`config.mk`:
```
export PLATFORM = sky130hd
export DESIGN_NAME = lie_controller
export DESIGN_NICKNAME = d
export VERILOG_FILES = /design/src/lie_pkg.sv /design/src/lie_controller.sv
export VERILOG_INCLUDE_DIRS = /design/src /design/src/src
export SDC_FILE = /design/constraint.sdc
export NUM_CORES = 1
export LEC_CHECK = 0
export BUFFER_PORTS_ARGS = -buffer_cell sky130_fd_sc_hd__buf_2
export CAP_MARGIN = 20
export CORE_AREA = 4 4 43 64
export DETAILED_ROUTE_END_ITERATION = 8
export DIE_AREA = 0 0 47 68
export PLACE_DENSITY = 0.79
export SKIP_CTS_REPAIR_TIMING = 1
export SYNTH_ARGS = -nofsm -noshare
export SYNTH_HDL_FRONTEND = slang
export SYNTH_SLANG_ARGS = --single-unit
```
`constraint.sdc`:
```
create_clock -name clock -period 3.15 [get_ports clock]
set_input_delay 0.1575 -clock clock [delete_from_list [all_inputs] [get_ports clock]]
set_output_delay 0.1575 -clock clock [all_outputs]
set_load 0.005 [all_outputs]
```
`src/lagrange_interpolation_eval_defines.svh`:
```
// Assertion macros shared by the Lagrange evaluator modules.
// Depends on nothing; included by the files that carry assertions.
`ifndef LAGRANGE_INTERPOLATION_EVAL_DEFINES_SVH
`define LAGRANGE_INTERPOLATION_EVAL_DEFINES_SVH
// Implication checked on every clock edge outside reset.
`define LIE_ASSERT_IMP(label, clk, rst, ante, cons) \
   label: assert property (@(posedge clk) disable iff (rst) (ante) |-> (cons)) \
      else $error("assertion failed");
// Next-cycle implication checked outside reset.
`define LIE_ASSERT_NEXT(label, clk, rst, ante, cons) \
   label: assert property (@(posedge clk) disable iff (rst) (ante) |=> (cons)) \
      else $error("assertion failed");
`endif

```
`src/lie_pkg.sv`:
```
// Package for the Lagrange evaluator: types and fixed-point constants.
// No dependencies.
`timescale 1ns / 1ps
package lie_pkg;
   localparam int unsigned QFrac = 24;
   localparam logic signed [31:0] QOne = 32'sd16777216;
   localparam logic signed [31:0] SMax = 32'sh7FFFFFFF;
   localparam logic signed [31:0] SMin = 32'sh80000000;

   typedef enum logic [2:0] {
      OP_NONE, OP_NUM, OP_DEN, OP_DIV, OP_TERM, OP_CLEAR
   } op_type;

   // Controller to datapath.
   typedef struct packed {
      op_type     op;
      logic       sel_num;     // difference operand is point minus x_j
      logic       load_xi;     // capture read data as x_i
      logic       skip;        // operand pair is discarded
      logic       div_start;
   } cmd_type;

   typedef struct packed {
      logic       same_x;      // read x_j equals x_i
      logic       div_busy;
   } status_type;

   function automatic logic signed [31:0] clip64(input logic signed [64:0] v,
                                                 output logic sat);
      begin
         sat = 1'b0;
         if (v > 65'sd2147483647) begin
            sat = 1'b1;
            clip64 = SMax;
         end else if (v < -65'sd2147483648) begin
            sat = 1'b1;
            clip64 = SMin;
         end else begin
            clip64 = v[31:0];
         end
      end
   endfunction
endpackage

```
`src/lie_controller.sv`:
```
// Controller: sequences table reads, products, divide and sum per evaluation.
// Uses lie_pkg.
`timescale 1ns / 1ps
`include "lagrange_interpolation_eval_defines.svh"
module lie_controller #(
   parameter int MaxNodes = 16
) (
   input  logic                        clock,
   input  logic                        reset,
   input  logic                        start,
   input  logic [$clog2(MaxNodes):0]   count,
   input  lie_pkg::status_type         status,
   output lie_pkg::cmd_type            cmd,
   output logic [$clog2(MaxNodes)-1:0] rd_addr,
   output logic                        busy,
   output logic                        done
);
   localparam int IW = $clog2(MaxNodes);
   typedef enum logic [3:0] {
      S_IDLE, S_RDI, S_XI, S_RDJ, S_NUM, S_DEN, S_DSTART, S_DWAIT, S_DIV,
      S_RDY, S_TERM, S_DONE
   } state_type;
   state_type state_ff;
   logic [IW:0] i_ff, j_ff;
   logic        done_ff;

   always_comb begin
      cmd = '0;
      rd_addr = IW'(i_ff);
      case (state_ff)
         S_IDLE: if (start) cmd.op = lie_pkg::OP_CLEAR;
         S_XI: cmd.load_xi = 1'b1;
         S_RDJ: rd_addr = IW'(j_ff);
         S_NUM: begin
            rd_addr = IW'(j_ff);
            cmd.op = lie_pkg::OP_NUM; cmd.sel_num = 1'b1;
            cmd.skip = status.same_x;
         end
         S_DEN: begin
            rd_addr = IW'(j_ff);
            cmd.op = lie_pkg::OP_DEN; cmd.skip = status.same_x;
         end
         S_DSTART: cmd.div_start = 1'b1;
         S_DIV: cmd.op = lie_pkg::OP_DIV;
         S_TERM: cmd.op = lie_pkg::OP_TERM;
         default: ;
      endcase
   end

   always_ff @(posedge clock) begin
      if (reset) begin
         state_ff <= S_IDLE;
         i_ff <= '0; j_ff <= '0; done_ff <= 1'b0;
      end else begin
         done_ff <= 1'b0;
         case (state_ff)
            S_IDLE: if (start) begin
               i_ff <= '0;
               state_ff <= (count == '0) ? S_DONE : S_RDI;
            end
            S_RDI: state_ff <= S_XI;
            S_XI: begin j_ff <= '0; state_ff <= S_RDJ; end
            S_RDJ: state_ff <= S_NUM;
            S_NUM: state_ff <= S_DEN;
            S_DEN: if (j_ff + 1'b1 == count) state_ff <= S_DSTART;
               else begin j_ff <= j_ff + 1'b1; state_ff <= S_RDJ; end
            S_DSTART: state_ff <= S_DWAIT;
            S_DWAIT: if (!status.div_busy) state_ff <= S_DIV;
            S_DIV: state_ff <= S_RDY;
            S_RDY: state_ff <= S_TERM;
            S_TERM: if (i_ff + 1'b1 == count) state_ff <= S_DONE;
               else begin i_ff <= i_ff + 1'b1; state_ff <= S_RDI; end
            S_DONE: begin done_ff <= 1'b1; state_ff <= S_IDLE; end
            default: state_ff <= S_IDLE;
         endcase
      end
   end

   assign busy = (state_ff != S_IDLE) || done_ff;
   assign done = done_ff;

   `LIE_ASSERT_IMP(a_j_range, clock, reset, state_ff == S_NUM, j_ff < count)
   `LIE_ASSERT_IMP(a_i_range, clock, reset, state_ff == S_TERM, i_ff < count)
   `LIE_ASSERT_NEXT(a_done_idle, clock, reset, done_ff, state_ff == S_IDLE)
endmodule
```
* After elaboration in Yosys (flattened, before gate mapping)
Index checks and enable logic that the tools add are counted.
** Storage, ports and cells
- Flip-flop bits (word level) :: 15
- Bits of input ports :: 10
- Output and inout port bits :: 13
- Logic and storage cells :: 53
** Cells by class
- Add/subtract/negate cells :: 2
- Eq/ne operators :: 17
- Mux-type cells :: 19
- Reduce and logical (&&, ||, !) cells :: 11
** Operators by type and width (number)
- case mux 4 bit (11 select lines) :: 1
- 2-to-1 mux 4 bit :: 5
- case mux 5 bit (2 select lines) :: 2
- equality test 4 x 3 -> 1 bit, second input constant :: 4
- equality test 4 bit, second input constant :: 4
- 2-to-1 mux 5 bit :: 3
- case mux 3 bit (5 select lines) :: 1
- adder 5 x 1 -> 5 bit, second input constant :: 2
- equality test 5 bit :: 2
- equality test 4 x 2 -> 1 bit, second input constant :: 2
- != test 2 bit, second input constant :: 4
- 2-to-1 mux 3 bit :: 2
- zero test 5 bit :: 1
- 2-to-1 mux 1 bit :: 5
- equality test 4 x 1 -> 1 bit, second input constant :: 1
- zero test 4 bit :: 1
- AND reduction 2 bit :: 2
- nonzero test 2 bit :: 2
- nonzero test 4 bit :: 1
- AND reduction 3 bit :: 1
- OR reduction 3 bit :: 1
- OR reduction 2 bit :: 1
- logical OR 1 bit :: 1

* Logic depth before layout (Yosys ltp)
- Depth in word-level cells :: 4
- Gate-level depth with buffers :: 7
- Mapped depth without buffers :: 7

* Worst setup path after synthesis
No wires, ideal clock.
- Path type :: register to register
- Start point :: reg j_ff[0]
- End point :: reg j_ff[3]
- Setup time :: 133 ps
- Data arrival time :: 1722 ps
- Data required time :: 3017 ps
- Slack :: 1295 ps
- Stages on the path, launching flop included :: 7
- Path buffers :: 0
- Clock period less this slack :: 1855 ps
- Cell sequence :: dfxtp_1 -> ha_1 -> or3_4 -> a311oi_4 -> or2b_1 -> or3_1 -> a21oi_1
** Between the ends
- Word-level cells in the longest chain between the ends :: 4
- Elaborated cells on any way between the ends :: 6
- Those cells by class :: add/sub (1); eq/ne (2); mux (2); reduce/logical (1)
** Ends and longest elaborated chain
- from (decl) :: line lie_controller.sv:24 : logic [IW:0] i_ff, j_ff;
- from (signal assigned) :: line lie_controller.sv:53 : i_ff <= '0; j_ff <= '0; done_ff <= 1'b0;
- from (signal assigned) :: line lie_controller.sv:62 : S_XI: begin j_ff <= '0; state_ff <= S_RDJ; end
- from (signal assigned) :: line lie_controller.sv:66 : else begin j_ff <= j_ff + 1'b1; state_ff <= S_RDJ; end
- adder 5 x 1 -> 5 bit * :: line lie_controller.sv:65, lie_controller.sv:66
- equality test 5 bit :: line lie_controller.sv:65 : S_DEN: if (j_ff + 1'b1 == count) state_ff <= S_DSTART;
- != test 2 bit (no source line)
- AND reduction 2 bit (no source line)
Mark *: on every way between the ends. The rest lies on a longest branch, timed or not. The select of a mux whose other input is x is not followed.
A chain may end at the register's enable or synchronous reset.

* Final worst setup path
- Start point :: reg state_ff[0]
- End point :: out rd_addr[1]
** Between the ends
- Word-level cells in the longest chain between the ends :: 3
- Elaborated cells on any way between the ends :: 5
- Those cells by class :: eq/ne (3); mux (1); reduce/logical (1)
** Ends and longest elaborated chain
- from (decl) :: line lie_controller.sv:23 : state_type state_ff;
- from (signal assigned) :: line lie_controller.sv:59 : state_ff <= (count == '0) ? S_DONE : S_RDI;
- equality test 4 x 3 -> 1 bit / equality test 4 x 2 -> 1 bit (equally long branches) :: line lie_controller.sv:30 : case (state_ff)
- OR reduction 3 bit (no source line) *
- 2-to-1 mux 4 bit * :: line lie_controller.sv:30
- to (decl) :: line lie_controller.sv:14 : output logic [$clog2(MaxNodes)-1:0] rd_addr,
Mark *: on every way between the ends. The rest lies on a longest branch, timed or not.

==> metrics.yaml <==
outcome:
  status: "completed"
yosys:
  seq_cells_post_synth: 15
  synthesis.area_per_instance_um2: 7.89
  synth-async-reset-ratio_pct: 0
  synth.net_count: 172
  synthDominantAreaCellType: "sky130_fd_sc_hd__dfxtp_1"
  syn-cell-area_um2: 1260
  synth_top_cells_by_area: "sky130_fd_sc_hd__dfxtp_1, sky130_fd_sc_hd__nand2_1, sky130_fd_sc_hd__a21oi_1"
  prevailing_post_synth_register_cell: "sky130_fd_sc_hd__dfxtp_1"
  yosysWarnings: 0
  yosys.cell_count.top_type: "sky130_fd_sc_hd__nand2_1"
  post_synth_inst_count: 160
  synth_top_cells_by_count: "sky130_fd_sc_hd__nand2_1, sky130_fd_sc_hd__dfxtp_1, sky130_fd_sc_hd__nor2_1"
  synth-seq-area-share_pct: 23.8
  synth_edf_count: 0
  post_synth_num_cell_types: 54
  synth_top_area_share_pct: 23.8
sta:
  rsz_0062_raised_after_global_routing: "no"
  worst_clock_skew_ns: 0.00775
  maxClockFrequency_mhz: 434
  fin_tns_setup_ns: 0
  min_period_ns: 2.31
  timing_worst_slew_pin_value_ns: 0.583
  maxSlewHeadroom_pct: 61.1
  finalHoldViolCount: 0
  report.final.setup_viol: 0
  final_min_period_over_clock_period_pct: 73.2
  maxSlewViolCount: 0
  layout_setup_ws_ns: 0.845
placed_design:
  detailed_placement_wirelength_estimate_um: 2210
  port-buffer-count: 22
  placement.setup.worst_slack_ns: 1.09
  globalplace.congestion: 0.855
  placed_cell_area_um2: 1350
power:
  total_power_divided_by_cell_area_nw_per_um2: 435
  power_leakage_nw: 0.558
  irDropWorstVdd_mv: 0.284
worst_hold_path:
  holdCritPathClass: "primary input to flip-flop"
detailed_routing:
  routed_wire_length_per_instance_um: 14.6
  routed_wl_um: 2900
  drt_iter0_drc: 26
  avgViaCountPerCell: 6.08
  detail-route-antenna-nets: 0
  firstDrtPassIters: 4
  drc_errors: 0
  num_vias: 1209
layout:
  fraction_of_final_layout_cells_sized_beyond_drive_strength_1_pct: 21.0
  finish.utilization_pct: 62.3
  final_design_area_no_fill_um2: 1380
  finalNetCount: 189
  fillCellCount: 201
  insertedDiodeCount: 0
  synthToLayoutAreaGrowth_pct: 8.92
floorplanning:
  floorplan.die.height_um: 68
  floorplan.initialDensity_pct: 57.2
  core_area_um2: 2210
  fp.dieW_um: 47
  fp.dieArea_um2: 3200
  io_pins: 23
  row_cnt: 21
critical_path:
  crit_arrival_ns: 2.15
  critical-path-max-stage-delay_ns: 0.71
  critPathKind: "flip-flop to output pin"
  critical_path.cell_chain: "and2_1 -> a21oi_1 -> nor2_1 -> mux2_2 -> buf_2"
  start_kind: "flip-flop"
  data_required_time_of_the_critical_path_ns: 2.99
  crit_path_end_kind: "output pin"
  critical_path.top_delay_family: "flip-flops"
  worstPathMaxFanout: 20
  crit_path_top_delay_cell: "sky130_fd_sc_hd__dfxtp_1"
  critPathBufInv: 1
global_route:
  grt_first_pass_wirelength_um: 4890
  initial_antenna_violation_count: 0
  grt_pass1_vias: 1146
  grt_max_degree: 21
  grt-ovfl-total: 0
  globalRouteTotalUtil_pct: 20.5
clock_network:
  cts_num_sinks: 15
  clock_tree.htree_level_count: 1
  clockRootBuffer: "sky130_fd_sc_hd__clkbuf_4"
  clk_transition_reported_paths_ns: 0.11
  clock_tree_from_tritoncts: "yes"
  clock_buffer_count_from_cts: 3
  clock_network_latency_to_the_later_pin_of_the_worst_skew_pair_ns: 0.30
  clk_path_buf_depth: 2
flow_run:
  max_cap_violations: 0
## cells by family (layout without fill, tap and decap cells)
logic type               count (synthesis)  after routing  synth area share (%)
flip-flops                              15             15                  23.8
AND/OR/NAND/NOR                         79             79                  36.6
buffers and inverters                   12             28                  4.86
AO/OA/AOI/OAI                           36             36                  19.7
adder cells (fa/ha/maj)                  2              2                  1.98
multiplexers                             5              5                  4.36
XOR/XNOR                                11             11                  8.72
## routing by layer
layer	share of wire [%]	global-route usage, %	up-vias
met5	0	0	-
met1	43	24.8	542
met2	49	34.0	39
met3	5.8	3.42	9
li1	-	-	619
met4	2.4	9.69	0
## stage by stage
stage / power, mW / std cells / hold slack [ns]
after floorplan: 0.417 / 160 / 0.348
after global placement: 0.474 / 195 / 0.484
after detailed placement: 0.480 / 195 / 0.492
after CTS: 0.595 / 199 / 0.178
after global routing: 0.640 / 199 / 0.198
final: 0.598 / 199 / 0.178
## sequential cells by signal, indices dropped and copies added, names as in the netlist
signal    count
j_ff          5
done          1
state_ff      4
i_ff          5
## layout make-up
type | instances | area (um2) | share of cell area, %
Inverter | 2 | 7.51 | 0.546
Sequential cell | 15 | 300 | 21.8
Multi-Input combinational cell | 133 | 901 | 65.5
Timing Repair Buffer | 22 | 110 | 8.01
Clock buffer | 3 | 22.5 | 1.64
Clock inverter | 1 | 5.00 | 0.364
Tap cell | 23 | 28.8 | 2.09
## layout by cell type, fill, tap and decap left out, drive strengths merged, types with 3 or more instances in the layout
cell	netlist	layout
xnor2	6	6
clkbuf	7	3
nor4	3	3
xor2	4	4
dfxtp	15	15
nand2	18	18
nand3b	4	4
buf	3	22
nor3	6	6
nand3	6	6
mux2	4	4
o21ai	9	9
nor4b	3	3
a21oi	12	12
o211ai	3	3
nor2	13	13
and3	4	4
or3	3	3
## power by group
part	internal (mW)	leakage [nW]	switching [mW]	total, mW
clock network	0.0473	0.0177	0.0723	0.120
logic	0.105	0.418	0.121	0.226
registers	0.202	0.121	0.0502	0.253
## path summary, 6_finish.rpt
check	cells past startpoint	to	slack, ns	startpoint
worst max-delay path	5	rd_addr[1]	0.84	state_ff[0]
worst min-delay path	2	j_ff[1]	0.18	reset
worst max register to register	7	state_ff[1]	1.05	i_ff[0]
worst min register to register	2	i_ff[1]	0.55	i_ff[1]
(Power assumes the default switching activity.)
