## config.mk

```make
export PLATFORM = sky130hd
export DESIGN_NAME = lie_datapath
export DESIGN_NICKNAME = d
export VERILOG_FILES = /design/src/lie_pkg.sv /design/src/lie_ram.sv /design/src/lie_divider.sv /design/src/lie_datapath.sv
export VERILOG_INCLUDE_DIRS = /design/src /design/src/src
export SDC_FILE = /design/constraint.sdc
export NUM_CORES = 2
export LEC_CHECK = 0
export ABC_AREA = 1
export BUFFER_PORTS_ARGS = -buffer_cell sky130_fd_sc_hd__buf_2
export CAP_MARGIN = 20
export CORE_AREA = 2 2 437 439
export DETAILED_ROUTE_END_ITERATION = 10
export DIE_AREA = 0 0 439 441
export PLACE_DENSITY = 0.71
export SYNTH_ARGS = -nofsm -noshare
export SYNTH_HDL_FRONTEND = slang
export SYNTH_SLANG_ARGS = --single-unit
```

## constraint.sdc

```tcl
create_clock -name clock -period 17.68 [get_ports clock]
set_input_delay 1.768 -clock clock [delete_from_list [all_inputs] [get_ports clock]]
set_output_delay 1.768 -clock clock [all_outputs]
set_load 0.01 [all_outputs]
```

## src/lagrange_interpolation_eval_defines.svh

```systemverilog
// Assertion macros shared by the Lagrange evaluator modules.
// Depends on nothing; included by the files that carry assertions.
`ifndef LAGRANGE_INTERPOLATION_EVAL_DEFINES_SVH
`define LAGRANGE_INTERPOLATION_EVAL_DEFINES_SVH
// Implication checked on every clock edge outside reset.
`define LIE_ASSERT_IMP(label, clk, rst, ante, cons) \
   label: assert property (@(posedge clk) disable iff (rst) (ante) |-> (cons)) \
      else $error("assertion failed");
// Next-cycle implication checked outside reset.
`define LIE_ASSERT_NEXT(label, clk, rst, ante, cons) \
   label: assert property (@(posedge clk) disable iff (rst) (ante) |=> (cons)) \
      else $error("assertion failed");
`endif

```

## src/lie_pkg.sv

```systemverilog
// Package for the Lagrange evaluator: types and fixed-point constants.
// No dependencies.
`timescale 1ns / 1ps
package lie_pkg;
   localparam int unsigned QFrac = 24;
   localparam logic signed [31:0] QOne = 32'sd16777216;
   localparam logic signed [31:0] SMax = 32'sh7FFFFFFF;
   localparam logic signed [31:0] SMin = 32'sh80000000;

   typedef enum logic [2:0] {
      OP_NONE, OP_NUM, OP_DEN, OP_DIV, OP_TERM, OP_CLEAR
   } op_type;

   // Controller to datapath.
   typedef struct packed {
      op_type     op;
      logic       sel_num;     // difference operand is point minus x_j
      logic       load_xi;     // capture read data as x_i
      logic       skip;        // operand pair is discarded
      logic       div_start;
   } cmd_type;

   typedef struct packed {
      logic       same_x;      // read x_j equals x_i
      logic       div_busy;
   } status_type;

   function automatic logic signed [31:0] clip64(input logic signed [64:0] v,
                                                 output logic sat);
      begin
         sat = 1'b0;
         if (v > 65'sd2147483647) begin
            sat = 1'b1;
            clip64 = SMax;
         end else if (v < -65'sd2147483648) begin
            sat = 1'b1;
            clip64 = SMin;
         end else begin
            clip64 = v[31:0];
         end
      end
   endfunction
endpackage

```

## src/lie_ram.sv

```systemverilog
// Generic simple dual-port RAM (one write port, one read port) with registered read.
// No dependencies.
`timescale 1ns / 1ps
module lie_ram #(
   parameter int Width = 32,
   parameter int Depth = 16
) (
   input  logic                     clock,
   input  logic                     wr_en,
   input  logic [$clog2(Depth)-1:0] wr_addr,
   input  logic [Width-1:0]         wr_data,
   input  logic [$clog2(Depth)-1:0] rd_addr,
   output logic [Width-1:0]         rd_data
);
   logic [Width-1:0] mem_ff [Depth];
   always_ff @(posedge clock) begin
      if (wr_en) mem_ff[wr_addr] <= wr_data;
      rd_data <= mem_ff[rd_addr];
   end
endmodule

```

## src/lie_divider.sv

```systemverilog
// Restoring divider, one quotient bit a cycle: (num << 24) / den, truncated.
// Uses lie_pkg.
`timescale 1ns / 1ps
module lie_divider (
   input  logic               clock,
   input  logic               reset,
   input  logic               start,
   input  logic signed [31:0] num,
   input  logic signed [31:0] den,
   output logic               busy,
   output logic signed [31:0] quot,
   output logic               sat
);
   logic [55:0] dividend_ff, dividend_in;
   logic [31:0] divisor_ff, divisor_in;
   logic [32:0] rem_ff, rem_in;
   logic [5:0]  cnt_ff, cnt_in;
   logic        neg_ff, neg_in, busy_ff, busy_in;
   logic [33:0] trial;
   logic [56:0] q_signed;
   logic        s;

   always_comb begin
      dividend_in = dividend_ff;
      divisor_in = divisor_ff;
      rem_in = rem_ff;
      cnt_in = cnt_ff;
      neg_in = neg_ff;
      busy_in = busy_ff;
      trial = '0;
      if (start) begin
         dividend_in = {(num[31] ? 32'(-num) : 32'(num)), 24'd0};
         divisor_in = den[31] ? 32'(-den) : 32'(den);
         rem_in = '0;
         cnt_in = 6'd56;
         neg_in = num[31] ^ den[31];
         busy_in = 1'b1;
      end else if (busy_ff) begin
         trial = {rem_ff, dividend_ff[55]} - {2'b00, divisor_ff};
         if (!trial[33]) rem_in = trial[32:0];
         else rem_in = {rem_ff[31:0], dividend_ff[55]};
         dividend_in = {dividend_ff[54:0], ~trial[33]};
         cnt_in = cnt_ff - 6'd1;
         if (cnt_ff == 6'd1) busy_in = 1'b0;
      end
   end

   always_ff @(posedge clock) begin
      if (reset) begin
         busy_ff <= 1'b0;
         cnt_ff <= '0;
      end else begin
         busy_ff <= busy_in;
         cnt_ff <= cnt_in;
      end
      dividend_ff <= dividend_in;
      divisor_ff <= divisor_in;
      rem_ff <= rem_in;
      neg_ff <= neg_in;
   end

   assign busy = busy_ff;
   assign q_signed = neg_ff ? 57'(-{1'b0, dividend_ff}) : {1'b0, dividend_ff};
   always_comb quot = lie_pkg::clip64(65'(signed'(q_signed)), s);
   assign sat = s;
endmodule

```

## src/lie_datapath.sv

```systemverilog
// Datapath: node tables, difference, shared multiplier, divider and sum.
// Uses lie_pkg, lie_ram and lie_divider.
`timescale 1ns / 1ps
`include "lagrange_interpolation_eval_defines.svh"
module lie_datapath #(
   parameter int MaxNodes = 16
) (
   input  logic                        clock,
   input  logic                        reset,
   input  logic                        wr_en,
   input  logic [$clog2(MaxNodes)-1:0] wr_addr,
   input  logic signed [31:0]          wr_x,
   input  logic signed [31:0]          wr_y,
   input  logic [$clog2(MaxNodes)-1:0] rd_addr,
   input  logic signed [31:0]          point_x,
   input  lie_pkg::cmd_type            cmd,
   output lie_pkg::status_type         status,
   output logic signed [31:0]          result,
   output logic                        result_sat
);
   logic signed [31:0] rx, ry, xi_ff, num_ff, num_in, den_ff, den_in;
   logic signed [31:0] diff, mul_a, mul_b, prod_c, quot, ratio_ff, ratio_in;
   logic signed [36+31:0] acc_ff, acc_in;
   logic sat_ff, sat_in, s_d, s_p, s_q, s_r, busy;
   logic signed [63:0] prod;
   logic signed [64:0] shifted;

   lie_ram #(.Width(32), .Depth(MaxNodes)) u_xram (
      .clock(clock), .wr_en(wr_en), .wr_addr(wr_addr), .wr_data(wr_x),
      .rd_addr(rd_addr), .rd_data(rx));
   lie_ram #(.Width(32), .Depth(MaxNodes)) u_yram (
      .clock(clock), .wr_en(wr_en), .wr_addr(wr_addr), .wr_data(wr_y),
      .rd_addr(rd_addr), .rd_data(ry));
   lie_divider u_div (
      .clock(clock), .reset(reset), .start(cmd.div_start), .num(num_ff),
      .den(den_ff), .busy(busy), .quot(quot), .sat(s_q));

   always_comb begin
      diff = lie_pkg::clip64(cmd.sel_num ? 65'(point_x) - 65'(rx)
                                         : 65'(xi_ff) - 65'(rx), s_d);
      case (cmd.op)
         lie_pkg::OP_NUM:  begin mul_a = num_ff;   mul_b = diff; end
         lie_pkg::OP_DEN:  begin mul_a = den_ff;   mul_b = diff; end
         lie_pkg::OP_TERM: begin mul_a = ratio_ff; mul_b = ry;   end
         default:          begin mul_a = '0;       mul_b = '0;   end
      endcase
      prod = 64'(mul_a) * 64'(mul_b);
      shifted = 65'(prod >>> lie_pkg::QFrac);  // floor
      prod_c = lie_pkg::clip64(shifted, s_p);
      // Zero denominator gives the saturated limit with the numerator's sign, or zero for a zero numerator.
      if (den_ff == '0) begin
         s_r = (num_ff != '0);
         ratio_in = num_ff[31] ? lie_pkg::SMin
                  : (num_ff == '0 ? 32'sd0 : lie_pkg::SMax);
      end else begin
         s_r = s_q;
         ratio_in = quot;
      end
      num_in = num_ff; den_in = den_ff; acc_in = acc_ff; sat_in = sat_ff;
      case (cmd.op)
         lie_pkg::OP_CLEAR: begin
            acc_in = '0; sat_in = 1'b0;
            num_in = lie_pkg::QOne; den_in = lie_pkg::QOne;
         end
         lie_pkg::OP_NUM: if (!cmd.skip) begin
            num_in = prod_c; sat_in = sat_ff | s_d | s_p;
         end
         lie_pkg::OP_DEN: if (!cmd.skip) begin
            den_in = prod_c; sat_in = sat_ff | s_d | s_p;
         end
         lie_pkg::OP_DIV: sat_in = sat_ff | s_r;
         lie_pkg::OP_TERM: begin
            acc_in = acc_ff + 68'(prod_c); sat_in = sat_ff | s_p;
            num_in = lie_pkg::QOne; den_in = lie_pkg::QOne;
         end
         default: ;
      endcase
   end

   always_ff @(posedge clock) begin
      if (reset) begin
         sat_ff <= 1'b0;
         acc_ff <= '0;
      end else begin
         sat_ff <= sat_in;
         acc_ff <= acc_in;
      end
      num_ff <= num_in;
      den_ff <= den_in;
      if (cmd.op == lie_pkg::OP_DIV) ratio_ff <= ratio_in;
      if (cmd.load_xi) xi_ff <= rx;
   end

   logic fs;
   always_comb result = lie_pkg::clip64(65'(acc_ff), fs);
   assign result_sat = sat_ff | fs;
   assign status.same_x = (rx == xi_ff);
   assign status.div_busy = busy;

   `LIE_ASSERT_NEXT(a_clear_sum, clock, reset, cmd.op == lie_pkg::OP_CLEAR, acc_ff == '0)
   `LIE_ASSERT_NEXT(a_div_busy, clock, reset, cmd.div_start, busy)
   `LIE_ASSERT_IMP(a_no_restart, clock, reset, busy, !cmd.div_start)
endmodule

```

## After elaboration in Yosys (flattened, before gate mapping)

Memories as Yosys holds them, arrays and structs flattened. A register that Yosys moved wholly into a read port is not among the register bits.
Cells that the tools add are included.

| cells by class | value |
|---|---|
| multiplexer cells | 42 |
| equal/unequal tests | 10 |
| multipliers | 1 |
| bitwise gates (word level) | 7 |
| reductions and logical operators | 14 |
| add/sub/neg operators | 8 |
| magnitude comparators | 8 |

Operator list:

| operator | count |
|---|---|
| two-way mux 32 bit | 12 |
| one-hot mux 32 bit (2 select lines) | 3 |
| one-hot mux 68 bit (2 select lines) | 1 |
| greater-than comparator 65 x 32 -> 1 bit, second input constant | 2 |
| < comparator 65 x 32 -> 1 bit, second input constant | 2 |
| two-way mux 56 bit | 2 |
| one-hot mux 32 bit (3 select lines) | 1 |
| adder 68 x 32 -> 68 bit | 1 |
| subtractor 32 x 32 -> 33 bit | 2 |
| two-way mux 65 bit | 1 |
| logical NOT 32 bit | 2 |
| multiplier 32 x 32 -> 64 bit | 1 |
| negator 32 bit | 2 |
| two-way mux 31 bit | 2 |
| greater-than comparator 57 x 32 -> 1 bit, second input constant | 1 |
| < comparator 57 x 32 -> 1 bit, second input constant | 1 |
| two-way mux 57 bit | 1 |
| negator 56 -> 57 bit | 1 |
| greater-than comparator 40 x 32 -> 1 bit, second input constant | 1 |
| < comparator 40 x 32 -> 1 bit, second input constant | 1 |
| subtractor 34 x 32 -> 34 bit | 1 |
| two-way mux 33 bit | 1 |
| equality test 32 bit | 1 |
| nonzero test 32 bit | 1 |
| other kinds (16) | 46 |

| word-level totals | value |
|---|---|
| input bits | 114 |
| register bits | 326 |
| RAM bits | 1024 |
| memories kept | 2 |
| logic and storage cells | 107 |
| output and inout bits | 35 |

Memories:

| memory | depth | width | rd ports | clocked after Yosys merged registers in | wr ports | RTL line | text |
|---|---|---|---|---|---|---|---|
| u_xram.mem_ff | 16 | 32 | 1 | 1 | 1 | lie_ram.sv:15 | `logic [Width-1:0] mem_ff [Depth];` |
| u_yram.mem_ff | 16 | 32 | 1 | 1 | 1 | lie_ram.sv:15 |  |

## Longest topological paths before layout

| depth | value |
|---|---|
| word-level depth | 13 |
| depth in mapped cells | 86 |
| gate-level depth less buffers | 84 |

## Hierarchy

A second synthesis with hierarchy kept.

| unflattened totals | value |
|---|---|
| cells, all modules | 12880 |
| area, all modules | 109655.2 um^2 |

By module, submodules not included:

| module | seq. area each (um^2) | instances | area an instance (um^2) | cells an instance |
|---|---|---|---|---|
| lie_datapath | 5165.0 | 1 | 53426.2 | 6952 |
| lie_ram (u_xram) | 16015.4 | 1 | 22744.3 | 2120 |
| lie_ram (u_yram) | 16015.4 | 1 | 22730.6 | 2120 |
| lie_divider | 3233.1 | 1 | 10754.1 | 1688 |

## Worst setup path before layout

OpenSTA, ideal clock, no wires.

| timing | value |
|---|---|
| path kind | input -> register |
| start | input point_x[0] |
| end | register acc_ff[52] |
| setup slack | 2.788 ns |
| required time | 17.610 ns |
| path buffers | 3 |
| stages | 76 |
| data arrival time | 14.822 ns |
| library setup time | 0.070 ns |
| path through | inv_1 -> ha_1 -> fa_1 -> inv_1 -> nand3_1 -> nand2_1 -> nand2_1 -> nand2_2 -> nand2_1 -> nand2_2 -> nand2_1 -> nand3_1 -> nand3_1 -> nand2_2 -> inv_2 -> nand2_2 -> clkbuf_1 -> nand2_1 -> [... 40 more ...] -> nand2_1 -> a21oi_1 -> o21ai_1 -> inv_1 -> o21ai_0 -> nand2_1 -> o211ai_1 -> a21oi_1 -> inv_1 -> a21oi_1 -> inv_1 -> a31oi_1 -> o21ai_0 -> nand2_1 -> nand2_1 -> nand2_1 -> nand3_1 -> a21oi_1 |

| between the ends | value |
|---|---|
| word-level cells in the longest chain between the ends | 12 |
| elaborated cells between the ends (all ways) | 14 |
| classes of those cells | 2 x add/sub; 1 x mul; 4 x order compare; 7 x mux |

RTL lines:

| what | RTL line | text |
|---|---|---|
| start, declared | lie_datapath.sv:15 | `input logic signed [31:0] point_x,` |
| subtractor 32 x 32 -> 33 bit (*) | lie_datapath.sv:39 | `diff = lie_pkg::clip64(cmd.sel_num ? 65'(point_x) - 65'(rx)` |
| two-way mux 65 bit (*) | lie_datapath.sv:39 |  |
| < comparator 65 x 32 -> 1 bit | lie_pkg.sv:35 | `end else if (v < -65'sd2147483648) begin` |
| two-way mux 32 bit | lie_pkg.sv:35 |  |
| two-way mux 32 bit (*) | lie_pkg.sv:32 | `if (v > 65'sd2147483647) begin` |
| one-hot mux 32 bit (2 select lines) (*) | lie_datapath.sv:41 | `case (cmd.op)` |
| multiplier 32 x 32 -> 64 bit (*) | lie_datapath.sv:47 | `prod = 64'(mul_a) * 64'(mul_b);` |
| < comparator 40 x 32 -> 1 bit | lie_pkg.sv:35 |  |
| two-way mux 32 bit | lie_pkg.sv:35 |  |
| two-way mux 32 bit (*) | lie_pkg.sv:32 |  |
| adder 68 x 32 -> 68 bit (*) | lie_datapath.sv:73 | `acc_in = acc_ff + 68'(prod_c); sat_in = sat_ff \| s_p;` |
| one-hot mux 68 bit (2 select lines) (*) | lie_datapath.sv:60 | `case (cmd.op)` |
| end signal, assigned | lie_datapath.sv:86 | `acc_ff <= acc_in;` |
| end, declared | lie_datapath.sv:23 | `logic signed [36+31:0] acc_ff, acc_in;` |

Mark *: on every way between the ends. The rest lies on a longest branch, timed or not.
A chain may end at the register's enable or synchronous reset.

## Worst setup path in the final report

| timing | value |
|---|---|
| start | input point_x[0] |
| end | register acc_ff[59] |

Same word-level chain as after synthesis.

==> summary.md <==
| Metric | Value |
|---|---|
| Outcome | completed |
| Largest fanout on the critical path | 25 |
| Vias in the first global route | approximately 79,000 |
| Post-route setup TNS | 0 ns |
| Die width | between 400 and 500 um |
| Clock insertion delay at the later pin of the skew report | 0.83 ns |
| Tcrit/Tclk final | between 90 and 100% |
| Input/output buffers | approximately 150 |
| Detailed-route DRC error count | 0 |
| Simple-gate share of the synthesized area | between 10% and 20% |
| Core area | 189,200 um^2 |
| Area after DPL | approximately 110,000 um^2 |
| Synth async-reset ratio | 0% |
| Worst Path Required | 18.31 ns |
| Routed vias | 77,610 |
| Cells after Synth | approximately 11,000 |
| Final hold vios | 0 |
| Slew HR | a little under a fifth |
| Buf/Inv on CP | 13 |
| Unrepaired setup endpoints after global routing | no |
| Worst-Margin Slew | roughly 1.2 ns |
| Post-Layout Inst Area | between 100,000 and 150,000 um^2 |
| Yosys reg bits | 1,411 |
| Mux cell area share after synthesis | approximately 2.5% |
| DIE AREA | 193,600 um^2 |
| Cts hold-fix bufs | 0 |
| Tightest Hold Check Type | flip-flop to flip-flop |
| Largest net degree at the start of global routing | 172 |
| Row count | 160 |
| Max-Cap Viols | 0 |
| Critical path's top delay family | adder cells |
| Worst EP arrival | between 15 and 20 ns |
| Synth warn | 0 |
| Post-CTS Setup Inserts | 0 |
| Gp weighted congestion | a little over 1 |
| Final setup viols | 0 |
| Post-synth top cells | inv_1 (2,073), nand2_1 (1,793), edfxtp_1 (1,217) |
| Yosys top cell area share | approximately a third |
| Total grt overflow | 0 |
| Max frequency | ~0.06 GHz |
| Xor/xnor share of the synthesized area | under 10% |
| Final WL | 322.3 mm |
| Fillers | around 16,000 |
| RR Startpoint | u_xram.rd_data[13]$_DFF_P_ |
| Clk root buf | clkbuf_16 |
| Post-DRT Antenna Nets | 0 |
| Pre-Repair DR Iteration Count | 6 |
| Area of the multi-input gates | 53,580 um^2 |
| Cell mode on critical path | nand2_1 |
| Placed cell count | 13,180 |
| Deepest clock path buffer count | 3 |
| Fin cells | roughly 13,000 |
| NumNets Final | around 12,000 |
| Fraction of layout cells with a size suffix above 1 | slightly above 7% |
| Critical path type | input pin to flip-flop |
| Area growth, synth to finish | 8.652% |
| Compound-Gate Fraction of Synth Area | under 10% |
| Crit-path slowest cell | inv_2 |
| Sequential cell area | between 40,000 and 50,000 um^2 |
| Die Y | between 400 and 500 um |
| Count leader, synth | inv_1 |
| Total clock sinks | approximately 1,400 |
| Mapped Area | 103,500 um^2 |
| CP peak stage delay | between 0.7 and 0.8 ns |
| Syn_area_per_cell | between 9 and 10 um^2 |
| Syn Nets | around 12,000 |
| Final HPWL DP | 231.7 mm |
| Antenna violations before repair | 21 |
| PnR worst setup slack | ~1.1 ns |
| H-tree depth | 4 |
| Pre-CTS setup slack | around 0.64 ns |
| Largest area contributor in the netlist | edfxtp_1 |
| Vias per cell | 5.761 |
| GRT busiest layer | met2 |
| WL/cell | 23.93 um |
| Sequential-to-total area share from yosys stat | between 30% and 40% |
| DRT iter0 DRCs | between 7,000 and 8,000 |
| Critical hold path startpoint | u_xram.rd_data[6]$_DFF_P_ |
| I/O Pins | ~150 |
| Post-CTS sizing | 0 |
| Crit. Startpoint | point_x[0] |
| Crit end category | flip-flop |
| Overall Global Routing Usage | 33.46% |
| Adder-Cell Fraction of Synth Area | 25.17% |
| Dominant synthesized flop cell | edfxtp_1 |
| Clock slew at reported path FFs | 0.07 ns |
| Largest family of logic cells by synthesized area | adder cells |
| EDFF count, synth | 1,217 |
| Startpoint Class | input pin |
| Starting Density | a little over half |
| GR Util met1 | approximately two fifths |
| Top cells by area, synth | edfxtp_1 (35%), fa_1 (21%), inv_1 (7.5%) |
| GRT met2 Usage | approximately 54% |
| Distinct cells, synth | 71 |
| Final Skew | ~0.076 ns |
| Max-slew violations | 0 |
| Global-route wire length before repair | just under 500 mm |
| CTS Buf Count | about 150 |
| TritonCTS clock tree | built |
| Grt met3 use | 6.242% |
| Fin crit period | between 15 and 20 ns |
per-stage QoR:
stage,utilization [%],hold WS [ns]
after floorplan,-,0.4082
after global placement,56.69,0.4138
after detailed placement,56.72,0.4148
after CTS,59.39,0.4275
after global routing,59.41,0.4351
final,59.42,0.4332
per-layer routing:
layer	part of all wire, %	vias to the layer above
met5	0.039	-
met1	37	38240
li1	-	34720
met4	7.0	22
met3	8.5	998
met2	47	3637
flip-flops by register name (all words and copies together), names as in the netlist, 33 cells and up:
name / cells
u_xram.mem_ff: 512
u_div.dividend_ff: 56
u_div.rem_ff: 33
acc_ff: 65
u_yram.mem_ff: 512
cells by family after synthesis:
family / count (synthesis)
and+or+nand+nor: 3148
buffers and inverters: 2555
AOI/OAI and AO/OA: 1780
adders and majority gates: 1430
DFF: 1411
muxes: 258
xor gates and xnor gates: 203
path summary, 6_finish.rpt:
path	to	slack [ns]	cells after the start
min	xi_ff[6]$_DFFE_PP_	0.43	0
min reg2reg	xi_ff[6]$_DFFE_PP_	0.43	0
max reg2reg	acc_ff[59]$_SDFFE_PP0N_	2.04	69
max	acc_ff[59]$_SDFFE_PP0N_	1.09	72
cell type report:
type                            instances  area share (%)
Antenna cell                           11         0.02449
Inverter                             2103           7.032
Sequential cell                      1411           35.96
Clock inverter                         77          0.8737
Tap cell                             2511           2.795
Clock buffer                          200           3.621
Timing Repair Buffer                  339           2.029
Multi-Input combinational cell       6819           47.66
cells in the final DEF, fill, tap and decap left out, types with 220 or more instances in the layout:
master and n:
inv_1 2068, nand2_1 1793, edfxtp_1 1217, fa_1 1085, nor2_1 855, a21oi_1 695, o21ai_0 555, ha_1 345
o211ai_1 262, mux2i_1 257, nand3_1 220
Power is left out: the tool's default activity adds up to more than one toggle a clock period on the data nets, which glitch-free logic cannot reach.
